===== src/design/itoa_pkg.sv =====
// Shared types, constants and the digit lookup for the integer to ASCII formatter.
package itoa_pkg;

    localparam int MAX_WIDTH  = 60;
    localparam int NUM_DIGITS = 22;   // octal needs 22 digits for 64 bits
    localparam int BCD_DIGITS = 20;
    localparam int VALUE_W    = 64;

    localparam logic [1:0] RADIX_OCT = 2'd0;
    localparam logic [1:0] RADIX_DEC = 2'd1;

    localparam logic [1:0] SIGN_NONE  = 2'd0;
    localparam logic [1:0] SIGN_PLUS  = 2'd1;
    localparam logic [1:0] SIGN_SPACE = 2'd2;
    localparam logic [1:0] SIGN_MINUS = 2'd3;

    localparam int FLAG_ZERO_PAD = 0;
    localparam int FLAG_ALT      = 1;
    localparam int FLAG_GROUP    = 2;
    localparam int FLAG_UPPER    = 3;
    localparam int FLAG_LEFT     = 4;

    localparam logic [7:0] CHAR_ZERO    = 8'h30;
    localparam logic [7:0] CHAR_SPACE   = 8'h20;
    localparam logic [7:0] CHAR_PLUS    = 8'h2b;
    localparam logic [7:0] CHAR_MINUS   = 8'h2d;
    localparam logic [7:0] CHAR_COMMA   = 8'h2c;
    localparam logic [7:0] CHAR_X       = 8'h78;
    localparam logic [7:0] CHAR_LOWER_A = 8'h61;
    localparam logic [7:0] CHAR_UPPER_A = 8'h41;

    typedef enum logic [3:0] {
        S_IDLE,
        S_CONV,
        S_SCAN,
        S_LEN,
        S_PRE0,
        S_PREX,
        S_SIGN,
        S_LPAD,
        S_DIG,
        S_COMMA,
        S_RPAD
    } t_state;

    function automatic logic [7:0] f_digit_char(input logic [3:0] d, input logic upper);
        logic [7:0] base;
        base = upper ? CHAR_UPPER_A : CHAR_LOWER_A;
        if (d < 4'd10) begin
            return CHAR_ZERO + {4'b0, d};
        end else begin
            return base + {4'b0, d - 4'd10};
        end
    endfunction

endpackage


===== src/design/itoa_if.sv =====
// Valid/ready channel interfaces for number words in and character words out.
interface itoa_in_if;
    logic        valid;
    logic        ready;
    logic [63:0] value;
    logic [1:0]  radix_select;
    logic [5:0]  field_width;
    logic [1:0]  sign_mode;
    logic [4:0]  format_flags;

    modport source (output valid, value, radix_select, field_width, sign_mode,
                    format_flags, input ready);
    modport sink   (input valid, value, radix_select, field_width, sign_mode,
                    format_flags, output ready);
endinterface

interface itoa_out_if;
    logic       valid;
    logic       ready;
    logic [7:0] char_out;
    logic       last_char;

    modport source (output valid, char_out, last_char, input ready);
    modport sink   (input valid, char_out, last_char, output ready);
endinterface


===== src/design/integer_to_ascii_formatter.sv =====
// Sequence: decimal first runs the binary-to-BCD shift steps, octal/hex skip them; then
// the leading-zero scan and the length step run before the first character.
// Characters (up to 62) then leave one per cycle through the output register while it is
// not stalled by o_out.ready. The next word is accepted once the last character is in the
// output register.
// Reset: synchronous active-low i_rst_n returns the sequencer to idle, output empty.
module integer_to_ascii_formatter (
    input  logic            i_clk,
    input  logic            i_rst_n,
    itoa_in_if.sink         i_in,
    itoa_out_if.source      o_out
);

    itoa_pkg::t_state r_state, n_state;

    logic [itoa_pkg::NUM_DIGITS-1:0][3:0] r_dig, n_dig;
    logic [itoa_pkg::VALUE_W-1:0]         r_val, n_val;
    logic [5:0]                           r_cnt, n_cnt;
    logic [2:0]                           r_q, n_q;
    logic [1:0]                           r_m, n_m;
    logic [5:0]                           r_pad, n_pad;
    logic [1:0]                           r_radix, n_radix;
    logic [5:0]                           r_width, n_width;
    logic [1:0]                           r_smode, n_smode;
    logic [4:0]                           r_flags, n_flags;
    logic                                 r_out_valid, n_out_valid;
    logic [7:0]                           r_char, n_char;
    logic                                 r_last, n_last;

    logic       slot;
    logic       is_dec, is_oct, more, comma_next, left, accept;
    logic [5:0] len, pad_calc, pad_sel;
    logic [2:0] q_dec;
    logic [1:0] m_dec;
    itoa_pkg::t_state w_start, w_after_prefix, w_after_sign;

    logic [itoa_pkg::NUM_DIGITS-1:0][3:0] load_dig;
    logic [65:0]                          oct_ext;
    logic [itoa_pkg::BCD_DIGITS-1:0][3:0] bcd_adj;
    logic [itoa_pkg::BCD_DIGITS*4-1:0]    bcd_next;

    assign slot   = !r_out_valid || o_out.ready;
    assign accept = i_in.valid && i_in.ready;
    assign is_dec = (r_radix == itoa_pkg::RADIX_DEC);
    assign is_oct = (r_radix == itoa_pkg::RADIX_OCT);
    assign left   = r_flags[itoa_pkg::FLAG_LEFT];

    // digits still to come after the current top digit: 3*q + m
    assign more       = (r_q != 3'd0) || (r_m != 2'd0);
    assign comma_next = r_flags[itoa_pkg::FLAG_GROUP] && (r_m == 2'd0) && (r_q != 3'd0);
    assign m_dec      = (r_m == 2'd0) ? 2'd2 : r_m - 2'd1;
    assign q_dec      = (r_m == 2'd0) ? r_q - 3'd1 : r_q;

    assign len = {2'b0, r_q, 1'b0} + {3'b0, r_q} + {4'b0, r_m} + 6'd1
               + (r_flags[itoa_pkg::FLAG_GROUP] ? {3'b0, r_q} : 6'd0);
    assign pad_calc = (r_width > len) ? r_width - len : 6'd0;
    assign pad_sel  = (r_state == itoa_pkg::S_LEN) ? pad_calc : r_pad;

    assign w_after_sign   = (!left && pad_sel != 6'd0) ? itoa_pkg::S_LPAD : itoa_pkg::S_DIG;
    assign w_after_prefix = (is_dec && r_smode != itoa_pkg::SIGN_NONE) ? itoa_pkg::S_SIGN
                                                                        : w_after_sign;
    assign w_start = (r_flags[itoa_pkg::FLAG_ALT] && !is_dec) ? itoa_pkg::S_PRE0
                                                               : w_after_prefix;

    // octal and hex digits are fixed slices of the value, most significant at the top
    always_comb begin
        oct_ext  = {2'b0, i_in.value};
        load_dig = '0;
        if (i_in.radix_select == itoa_pkg::RADIX_OCT) begin
            for (int i = 0; i < itoa_pkg::NUM_DIGITS; i++) begin
                load_dig[i] = {1'b0, oct_ext[3*i +: 3]};
            end
        end else begin
            for (int i = 0; i < 16; i++) begin
                load_dig[i+6] = i_in.value[4*i +: 4];
            end
        end
    end

    // one double-dabble step on the BCD digits held in the low slots
    always_comb begin
        for (int i = 0; i < itoa_pkg::BCD_DIGITS; i++) begin
            bcd_adj[i] = (r_dig[i] >= 4'd5) ? r_dig[i] + 4'd3 : r_dig[i];
        end
        bcd_next = {bcd_adj[itoa_pkg::BCD_DIGITS-1][2:0], bcd_adj[itoa_pkg::BCD_DIGITS-2:0],
                    r_val[itoa_pkg::VALUE_W-1]};
    end

    // next state
    always_comb begin
        n_state = r_state;
        case (r_state)
            itoa_pkg::S_IDLE: begin
                if (i_in.valid) begin
                    n_state = (i_in.radix_select == itoa_pkg::RADIX_DEC) ? itoa_pkg::S_CONV
                                                                         : itoa_pkg::S_SCAN;
                end
            end
            itoa_pkg::S_CONV: begin
                if (r_cnt == 6'd63) n_state = itoa_pkg::S_SCAN;
            end
            itoa_pkg::S_SCAN: begin
                if (!(r_dig[itoa_pkg::NUM_DIGITS-1] == 4'd0 && more)) n_state = itoa_pkg::S_LEN;
            end
            itoa_pkg::S_LEN: n_state = w_start;
            itoa_pkg::S_PRE0: begin
                if (slot) n_state = is_oct ? w_after_prefix : itoa_pkg::S_PREX;
            end
            itoa_pkg::S_PREX: begin
                if (slot) n_state = w_after_prefix;
            end
            itoa_pkg::S_SIGN: begin
                if (slot) n_state = w_after_sign;
            end
            itoa_pkg::S_LPAD: begin
                if (slot && r_pad == 6'd1) n_state = itoa_pkg::S_DIG;
            end
            itoa_pkg::S_DIG: begin
                if (slot) begin
                    if (comma_next)                n_state = itoa_pkg::S_COMMA;
                    else if (more)                 n_state = itoa_pkg::S_DIG;
                    else if (left && r_pad != 6'd0) n_state = itoa_pkg::S_RPAD;
                    else                           n_state = itoa_pkg::S_IDLE;
                end
            end
            itoa_pkg::S_COMMA: begin
                if (slot) n_state = itoa_pkg::S_DIG;
            end
            itoa_pkg::S_RPAD: begin
                if (slot && r_pad == 6'd1) n_state = itoa_pkg::S_IDLE;
            end
            default: n_state = itoa_pkg::S_IDLE;
        endcase
    end

    // datapath
    always_comb begin
        n_dig   = r_dig;
        n_val   = r_val;
        n_cnt   = r_cnt;
        n_q     = r_q;
        n_m     = r_m;
        n_pad   = r_pad;
        n_radix = r_radix;
        n_width = r_width;
        n_smode = r_smode;
        n_flags = r_flags;
        case (r_state)
            itoa_pkg::S_IDLE: begin
                if (accept) begin
                    n_radix = i_in.radix_select;
                    n_width = (i_in.field_width > 6'(itoa_pkg::MAX_WIDTH))
                            ? 6'(itoa_pkg::MAX_WIDTH) : i_in.field_width;
                    n_smode = i_in.sign_mode;
                    n_flags = i_in.format_flags;
                    n_val   = i_in.value;
                    n_cnt   = 6'd0;
                    if (i_in.radix_select == itoa_pkg::RADIX_OCT) begin
                        n_dig = load_dig;
                        n_q   = 3'd7;
                        n_m   = 2'd0;
                    end else if (i_in.radix_select == itoa_pkg::RADIX_DEC) begin
                        n_dig = '0;
                        n_q   = 3'd6;
                        n_m   = 2'd1;
                    end else begin
                        n_dig = load_dig;
                        n_q   = 3'd5;
                        n_m   = 2'd0;
                    end
                end
            end
            itoa_pkg::S_CONV: begin
                n_val = {r_val[itoa_pkg::VALUE_W-2:0], 1'b0};
                n_cnt = r_cnt + 6'd1;
                // last step moves the BCD digits to the top slots
                if (r_cnt == 6'd63) n_dig = {bcd_next, 8'b0};
                else                n_dig = {8'b0, bcd_next};
            end
            itoa_pkg::S_SCAN: begin
                if (r_dig[itoa_pkg::NUM_DIGITS-1] == 4'd0 && more) begin
                    n_dig = {r_dig[itoa_pkg::NUM_DIGITS-2:0], 4'd0};
                    n_q   = q_dec;
                    n_m   = m_dec;
                end
            end
            itoa_pkg::S_LEN: n_pad = pad_calc;
            itoa_pkg::S_LPAD, itoa_pkg::S_RPAD: begin
                if (slot) n_pad = r_pad - 6'd1;
            end
            itoa_pkg::S_DIG: begin
                if (slot) begin
                    n_dig = {r_dig[itoa_pkg::NUM_DIGITS-2:0], 4'd0};
                    n_q   = q_dec;
                    n_m   = m_dec;
                end
            end
            default: ;
        endcase
    end

    // output register
    always_comb begin
        n_out_valid = r_out_valid;
        n_char      = r_char;
        n_last      = r_last;
        if (slot) begin
            n_out_valid = 1'b1;
            n_last      = 1'b0;
            case (r_state)
                itoa_pkg::S_PRE0: n_char = itoa_pkg::CHAR_ZERO;
                itoa_pkg::S_PREX: n_char = itoa_pkg::CHAR_X;
                itoa_pkg::S_SIGN: begin
                    case (r_smode)
                        itoa_pkg::SIGN_PLUS:  n_char = itoa_pkg::CHAR_PLUS;
                        itoa_pkg::SIGN_SPACE: n_char = itoa_pkg::CHAR_SPACE;
                        default:              n_char = itoa_pkg::CHAR_MINUS;
                    endcase
                end
                itoa_pkg::S_LPAD: begin
                    n_char = r_flags[itoa_pkg::FLAG_ZERO_PAD] ? itoa_pkg::CHAR_ZERO
                                                              : itoa_pkg::CHAR_SPACE;
                end
                itoa_pkg::S_DIG: begin
                    n_char = itoa_pkg::f_digit_char(r_dig[itoa_pkg::NUM_DIGITS-1],
                                                    r_flags[itoa_pkg::FLAG_UPPER]);
                    n_last = !more && !(left && r_pad != 6'd0);
                end
                itoa_pkg::S_COMMA: n_char = itoa_pkg::CHAR_COMMA;
                itoa_pkg::S_RPAD: begin
                    n_char = itoa_pkg::CHAR_SPACE;
                    n_last = (r_pad == 6'd1);
                end
                default: n_out_valid = 1'b0;
            endcase
        end
    end

    always_ff @(posedge i_clk) begin
        if (!i_rst_n) begin
            r_state     <= itoa_pkg::S_IDLE;
            r_out_valid <= 1'b0;
        end else begin
            r_state     <= n_state;
            r_out_valid <= n_out_valid;
        end
    end

    always_ff @(posedge i_clk) begin
        r_dig   <= n_dig;
        r_val   <= n_val;
        r_cnt   <= n_cnt;
        r_q     <= n_q;
        r_m     <= n_m;
        r_pad   <= n_pad;
        r_radix <= n_radix;
        r_width <= n_width;
        r_smode <= n_smode;
        r_flags <= n_flags;
        r_char  <= n_char;
        r_last  <= n_last;
    end

    assign i_in.ready      = (r_state == itoa_pkg::S_IDLE);
    assign o_out.valid     = r_out_valid;
    assign o_out.char_out  = r_char;
    assign o_out.last_char = r_last;

endmodule

===== src/flat_wrapper.sv =====
// flat-port wrapper written by rule: the top's interface ports become plain ports
module integer_to_ascii_formatter_flat 
  (i_clk, i_rst_n, i_in_valid, i_in_value, i_in_radix_select, i_in_field_width, i_in_sign_mode, i_in_format_flags, i_in_ready, o_out_valid, o_out_char_out, o_out_last_char, o_out_ready);
  itoa_in_if i_in_i ();
  itoa_out_if o_out_i ();
  input  logic i_clk;
  input  logic i_rst_n;
  input wire logic [$bits(i_in_i.valid)-1:0] i_in_valid;
  input wire logic [$bits(i_in_i.value)-1:0] i_in_value;
  input wire logic [$bits(i_in_i.radix_select)-1:0] i_in_radix_select;
  input wire logic [$bits(i_in_i.field_width)-1:0] i_in_field_width;
  input wire logic [$bits(i_in_i.sign_mode)-1:0] i_in_sign_mode;
  input wire logic [$bits(i_in_i.format_flags)-1:0] i_in_format_flags;
  output wire logic [$bits(i_in_i.ready)-1:0] i_in_ready;
  output wire logic [$bits(o_out_i.valid)-1:0] o_out_valid;
  output wire logic [$bits(o_out_i.char_out)-1:0] o_out_char_out;
  output wire logic [$bits(o_out_i.last_char)-1:0] o_out_last_char;
  input wire logic [$bits(o_out_i.ready)-1:0] o_out_ready;
  assign i_in_i.valid = i_in_valid;
  assign i_in_i.value = i_in_value;
  assign i_in_i.radix_select = i_in_radix_select;
  assign i_in_i.field_width = i_in_field_width;
  assign i_in_i.sign_mode = i_in_sign_mode;
  assign i_in_i.format_flags = i_in_format_flags;
  assign i_in_ready = i_in_i.ready;
  assign o_out_valid = o_out_i.valid;
  assign o_out_char_out = o_out_i.char_out;
  assign o_out_last_char = o_out_i.last_char;
  assign o_out_i.ready = o_out_ready;
  integer_to_ascii_formatter u_core (.i_clk(i_clk), .i_rst_n(i_rst_n), .i_in(i_in_i), .o_out(o_out_i));
endmodule

===== config.mk =====
export PLATFORM = sky130hd
export DESIGN_NAME = integer_to_ascii_formatter_flat
export DESIGN_NICKNAME = d
export VERILOG_FILES = /design/src/design/itoa_pkg.sv /design/src/design/itoa_if.sv /design/src/design/integer_to_ascii_formatter.sv /design/src/flat_wrapper.sv
export SDC_FILE = /design/constraint.sdc
export NUM_CORES = 1
export LEC_CHECK = 0
export ABC_AREA = 1
export ABC_CLOCK_PERIOD_IN_PS = 7850
export BUFFER_PORTS_ARGS = -buffer_cell sky130_fd_sc_hd__buf_2
export CAP_MARGIN = 25
export CORE_MARGIN = 2
export CORE_UTILIZATION = 50
export DETAILED_ROUTE_END_ITERATION = 8
export GPL_ROUTABILITY_DRIVEN = 0
export PLACE_DENSITY = 0.82
export SLEW_MARGIN = 20
export SYNTH_ARGS = -nofsm -noshare
export SYNTH_HDL_FRONTEND = slang
export SYNTH_SLANG_ARGS = --single-unit

===== constraint.sdc =====
create_clock -name i_clk -period 7.85 [get_ports i_clk]
set_clock_uncertainty 0.05 [all_clocks]
set_input_delay 2.355 -clock i_clk [delete_from_list [all_inputs] [get_ports i_clk]]
set_output_delay 2.355 -clock i_clk [all_outputs]
set_load 0.02 [all_outputs]

== Yosys cells after proc, flatten, opt, wreduce, memory -nomap -nowiden ==
Cells that the tools add are included.
Cells by class
  bitwise operators: 0
  div/mod/pow operators: 0
  multipliers: 0
  equality and inequality tests: 29
  reduce and logical (&&, ||, !) cells: 41
  mux-type cells: 78
  $lt $le $gt $ge: 23
  $add $sub $neg: 32
  shift operators: 0
Operators by type and width (number)
  $mux W88: 6
  $pmux W88 S4: 1
  $mux W4: 36
  $mux W64: 2
  $pmux W64 S2: 1
  $ge A4 B3 Y1 const B: 20
  $add A4 B2 Y4 const B: 19
  $pmux W8 S7: 1
  $pmux W4 S11: 1
  $mux W6: 5
  $pmux W6 S2: 2
  $mux W23: 1
  $mux W3: 7
  $ne A2 B1 Y1 const B: 10
  $eq A4 B3 Y1 const B: 4
  $mux W2: 7
  $add A6 B1 Y6 const B: 2
  $eq A4 B4 Y1 const B: 3
  $reduce_bool A6 Y1: 2
  $logic_and A1 B1 Y1: 10
  $reduce_and A10 Y1: 1
  $pmux W3 S3: 1
  $add A8 B4 Y8: 1
  $eq A4 B2 Y1 const B: 2
  other kinds (37): 58
Storage, ports and cells
  bits in read-only memories: 0
  bits in latches: 0
  output and inout port bits: 11
  input bits: 83
  register bits after elaboration: 198
  memories: 0
  memory bits (writable): 0

== Logic depth before layout (Yosys ltp) ==
  depth in word-level cells: 14
  mapped depth: 26

== Least setup slack after synthesis ==
OpenSTA, ideal clock, no wires.
  path type: input port to flip-flop
  start: input i_in_valid
  end: register u_core.r_cnt[0], enable pin
  required time: 7.205 ns
  stages on the path: 2
  arrival time: 7.317 ns
  setup slack: -0.112 ns
  cell sequence: inv_1 o21ai_0
Between the ends
  cells in the longest elaborated chain, start to end: 3
Ends and longest elaborated chain
  start: declaration: RTL line flat_wrapper.sv:8  | input wire logic [$bits(i_in_i.valid)-1:0] i_in_valid;
  $logic_and A1 B1 Y1: RTL line integer_to_ascii_formatter.sv:43  | assign accept = i_in.valid && i_in.ready;
  $ne A2 B2 Y1 (no line)
  $reduce_and A2 Y1 (no line)
  end signal: assignment: RTL line integer_to_ascii_formatter.sv:252  | r_cnt <= n_cnt;
  end: declaration: RTL line integer_to_ascii_formatter.sv:18  | logic [5:0] r_cnt, n_cnt;
No other way between the ends.
A chain may end at the register's enable or synchronous reset.

== Worst setup path after layout ==
  start: input o_out_ready
  end: register u_core.r_dig[14] (netlist bit), enable pin
Between the ends
  cells in the longest elaborated chain, start to end: 3
Ends and longest elaborated chain
  start: declaration: RTL line flat_wrapper.sv:18  | input wire logic [$bits(o_out_i.ready)-1:0] o_out_ready;
  $logic_or A1 B1 Y1: RTL line integer_to_ascii_formatter.sv:42  | assign slot = !r_out_valid || o_out.ready;
  named net u_core.slot: RTL line integer_to_ascii_formatter.sv:30  | logic slot;
  $ne A2 B1 Y1 (no line)
  $reduce_and A4 Y1 (no line)
  end signal: assignment: RTL line integer_to_ascii_formatter.sv:250  | r_dig <= n_dig;
  end: declaration: RTL line integer_to_ascii_formatter.sv:16  | logic [itoa_pkg::NUM_DIGITS-1:0][3:0] r_dig, n_dig;
The timed path passes the listed nets, and every way through them passes these cells.

==> impl_metrics.csv <==
group,metric,value,unit
pwr,irDropWorstVdd,0.000409,V
synth,netlist_area,0.0126,mm2
final_layout,fin_area,0.0139,mm2
setup_path,worstSetupStartpointType,"primary input",
final_layout,drive_gt1_share,12.4,%
synth,synth_area_leaders,"edfxtp_1, nand2_1, ha_1",
synth,async_reset_ff_share,0,%
floorplan,die-height,163,um
global_route,top_usage_layer,"met2",
synth,synth_top_cell_area_share,45.8,%
clock_network,postCtsSetupBuffers,0,
route,drc,0,
sta,slew_viol_final,0,
floorplan,pin_count,94,
floorplan,core-area,0.0250,mm2
synth,ys_seq_area_share,46.6,%
sta,max_slew_margin,34.8,%
place,place_area,0.0133,mm2
sta,setup_tns,0,ns
route,vias,11006,
synth,syn_area_per_cell,8.81,um2
global_route,grt-ovfl-total,0,
floorplan,rows,58,
clock_network,cts.path.max_buffers,2,
final_layout,num-nets-final,1647,
final_layout,fillers,2146,
setup_path,cp_cell_sequence,"buf_2 > nor2_1 > inv_1 > o22ai_2 > a21o_1 > nor2_1 > inv_1 > nand2_4 > buf_4",
route,final_antenna_net_count,0,
place,pre_cts_slack,3.11,ns
global_route,use_met1,35.3,%
clock_network,clock-sinks,197,
global_route,grt.met2_usage,40.8,%
pwr,p_leak,5.89,nW
clock_network,insertion_delay,0.46,ns
global_route,first_global_vias,10383,
setup_path,worst-path-buf-inv,4,
setup_path,critPathMaxStageDelay,0.77,ns
setup_path,required,7.87,ns
route,avgViaCountPerCell,6.00,
global_route,grt_max_degree,85,
sta,max_freq,230,MHz
outcome,outcome,"completed",
synth,synth.distinct_cells,56,
sta,fin_crit,4.34,ns
synth,synth_edf_count,192,
clock_network,clockRootBuffer,"clkbuf_16",
setup_path,worstPathArrival,4.37,ns
global_route,antenna_found_initial,0,
clock_network,path_clk_slew,0.09,ns
route,firstDrtPassIters,6,
sta,setup_viol,0,
min_path,hold_path.class,"register to register",
clock_network,cts_tree,"yes",
synth,synth_area_leader_cell,"edfxtp_1",
place,portBuffers,92,
setup_path,cp_top_family,"buffers and inverters",
floorplan,die_w,163,um
job,maxCapViolations,0,
clock_network,htreeDepth,4,
setup_path,crit_path_end_kind,"register",
synth,synthCells,1429,
global_route,grt_use_total,25.7,%
route,initialDrtViolationCount,1671,
final_layout,antenna_cells,0,
synth,ys_warn_count,0,
setup_path,crit_path_max_fanout,68,
floorplan,die_area,0.0265,mm2
setup_path,criticalPathCategory,"primary input to register",
pwr,p_per_area,518,mW/mm2
route,post_drt_wl_per_cell,18.5,um
sta,worst_slack,3.51,ns
global_route,grt_first_pass_wirelength,53.5,mm
synth,ys_ff_latch,197,
synth,synthFlopType,"edfxtp_1",
final_layout,syn_to_final_growth,10.2,%
clock_network,cts_resized,0,
route,routed_wl,33.9,mm
sta,finalCritPeriodShare,55.3,%
sta,rsz0062_at_grt,"false",
clock_network,cts_buffers,17,
setup_path,critPathSlowestCell,"buf_4",
floorplan,initial_core_util,50.4,%
sta,hold_viol,0,
sta,hold_slack,0.468,ns
place,place_hpwl,22.7,mm
global_route,met3_usage,5.98,%
synth,synth_nets,1584,
clock_network,holdBufCountCts,0,
sta,tightestPinTransition,0.978,ns
==> through the flow <==
| step | instances | utilization, % | power [W] |
|---|---|---|---|
| 2_1_floorplan | 1429 | - | 0.00519 |
| 6_report | 1835 | 55.6 | 0.00718 |
| 3_5_place_dp | 1803 | 53.1 | 0.00613 |
| 3_3_place_gp | 1803 | 53.1 | 0.00594 |
| 4_1_cts | 1835 | 55.6 | 0.00709 |
| 5_1_grt | 1835 | 55.6 | 0.00768 |
==> final cells by class <==
type                            count  area (um2)  area share [%]
Sequential cell                   197        5870            42.3
Multi-Input combinational cell    983        5730            41.3
Inverter                          194         736            5.30
Timing Repair Buffer               99         513            3.70
Clock buffer                       17         425            3.07
Tap cell                          330         413            2.98
Clock inverter                     15         186            1.34
==> sequential cells by signal, summed over array words and instances, names as in the netlist <==
| name | count |
|---|---|
| u_core.o_out.char_out | 7 |
| u_core.o_out.last_char | 1 |
| u_core.o_out.valid | 1 |
| u_core.r_cnt | 6 |
| u_core.r_dig | 88 |
| u_core.r_flags | 5 |
| u_core.r_m | 2 |
| u_core.r_pad | 6 |
| u_core.r_q | 3 |
| u_core.r_radix | 2 |
| u_core.r_smode | 2 |
| u_core.r_state | 4 |
| u_core.r_val | 64 |
| u_core.r_width | 6 |
==> metal layers <==
| layer | part of all wire, % | vias up |
|---|---|---|
| met3 | 12 | 95 |
| li1 | - | 5059 |
| met5 | 0 | - |
| met4 | 2.6 | 0 |
| met1 | 40 | 5119 |
| met2 | 46 | 733 |
==> worst paths after layout <==
kind	start	endpoint	slack, ns	cells past startpoint
worst min register to register	u_core.r_state[3]$_SDFFE_PN0P_	u_core.r_state[3]$_SDFFE_PN0P_	0.47	2
worst min-delay path	u_core.r_state[3]$_SDFFE_PN0P_	u_core.r_state[3]$_SDFFE_PN0P_	0.47	2
worst max-delay path	o_out_ready	u_core.r_dig[14]$_DFFE_PP_	3.51	9
worst max register to register	u_core.r_q[0]$_DFFE_PP_	u_core.r_state[1]$_SDFFE_PN0P_	3.59	24
==> synthesized netlist by cell type, drive strengths merged (21+ instances only) <==
master	number
nand2	385
inv	193
edfxtp	192
o21ai	103
nor2	89
a21oi	68
ha	68
a22oi	52
nand3	47
buf	37
xor2	35
o2111ai	23
o22ai	21
==> cells in the final DEF (no fill, tap or decap), types with 20 or more instances in the layout <==
cell type,n
nand2_1,374
o2111ai_1,23
a21oi_1,65
xor2_1,35
o22ai_1,20
o21ai_0,99
ha_1,68
edfxtp_1,192
buf_2,92
nor2_1,74
nand3_1,46
inv_1,176
a22oi_1,52
==> report_power, final <==
part           total [W]  internal, W  switching (W)  leakage (nW)
Clock           0.000922     0.000458       0.000464         0.287
Sequential       0.00230      0.00198       0.000322          1.92
Combinational    0.00396      0.00125        0.00270          3.68
==> cell families (layout without fill, tap and decap cells) <==
logic type / count (synthesis) / count (layout) / share of synthesized area (%)
flip-flops: 197 / 197 / 46.6
adder cells (fa/ha/maj): 72 / 72 / 7.40
XOR/XNOR: 39 / 39 / 2.71
AND/OR/NAND/NOR: 539 / 539 / 18.2
buffers and inverters: 249 / 325 / 7.99
AO/OA/AOI/OAI: 331 / 331 / 17.0
multiplexers: 1 / 1 / 0.0795
other: 1 / 1 / 0.0298
==> worst min-delay path: stages (launching register included) <==
cell and delay (ns):
dfxtp_1 0.34, nand2_1 0.07, a21oi_1 0.06
Note: power is estimated with default switching activity, not from simulation.
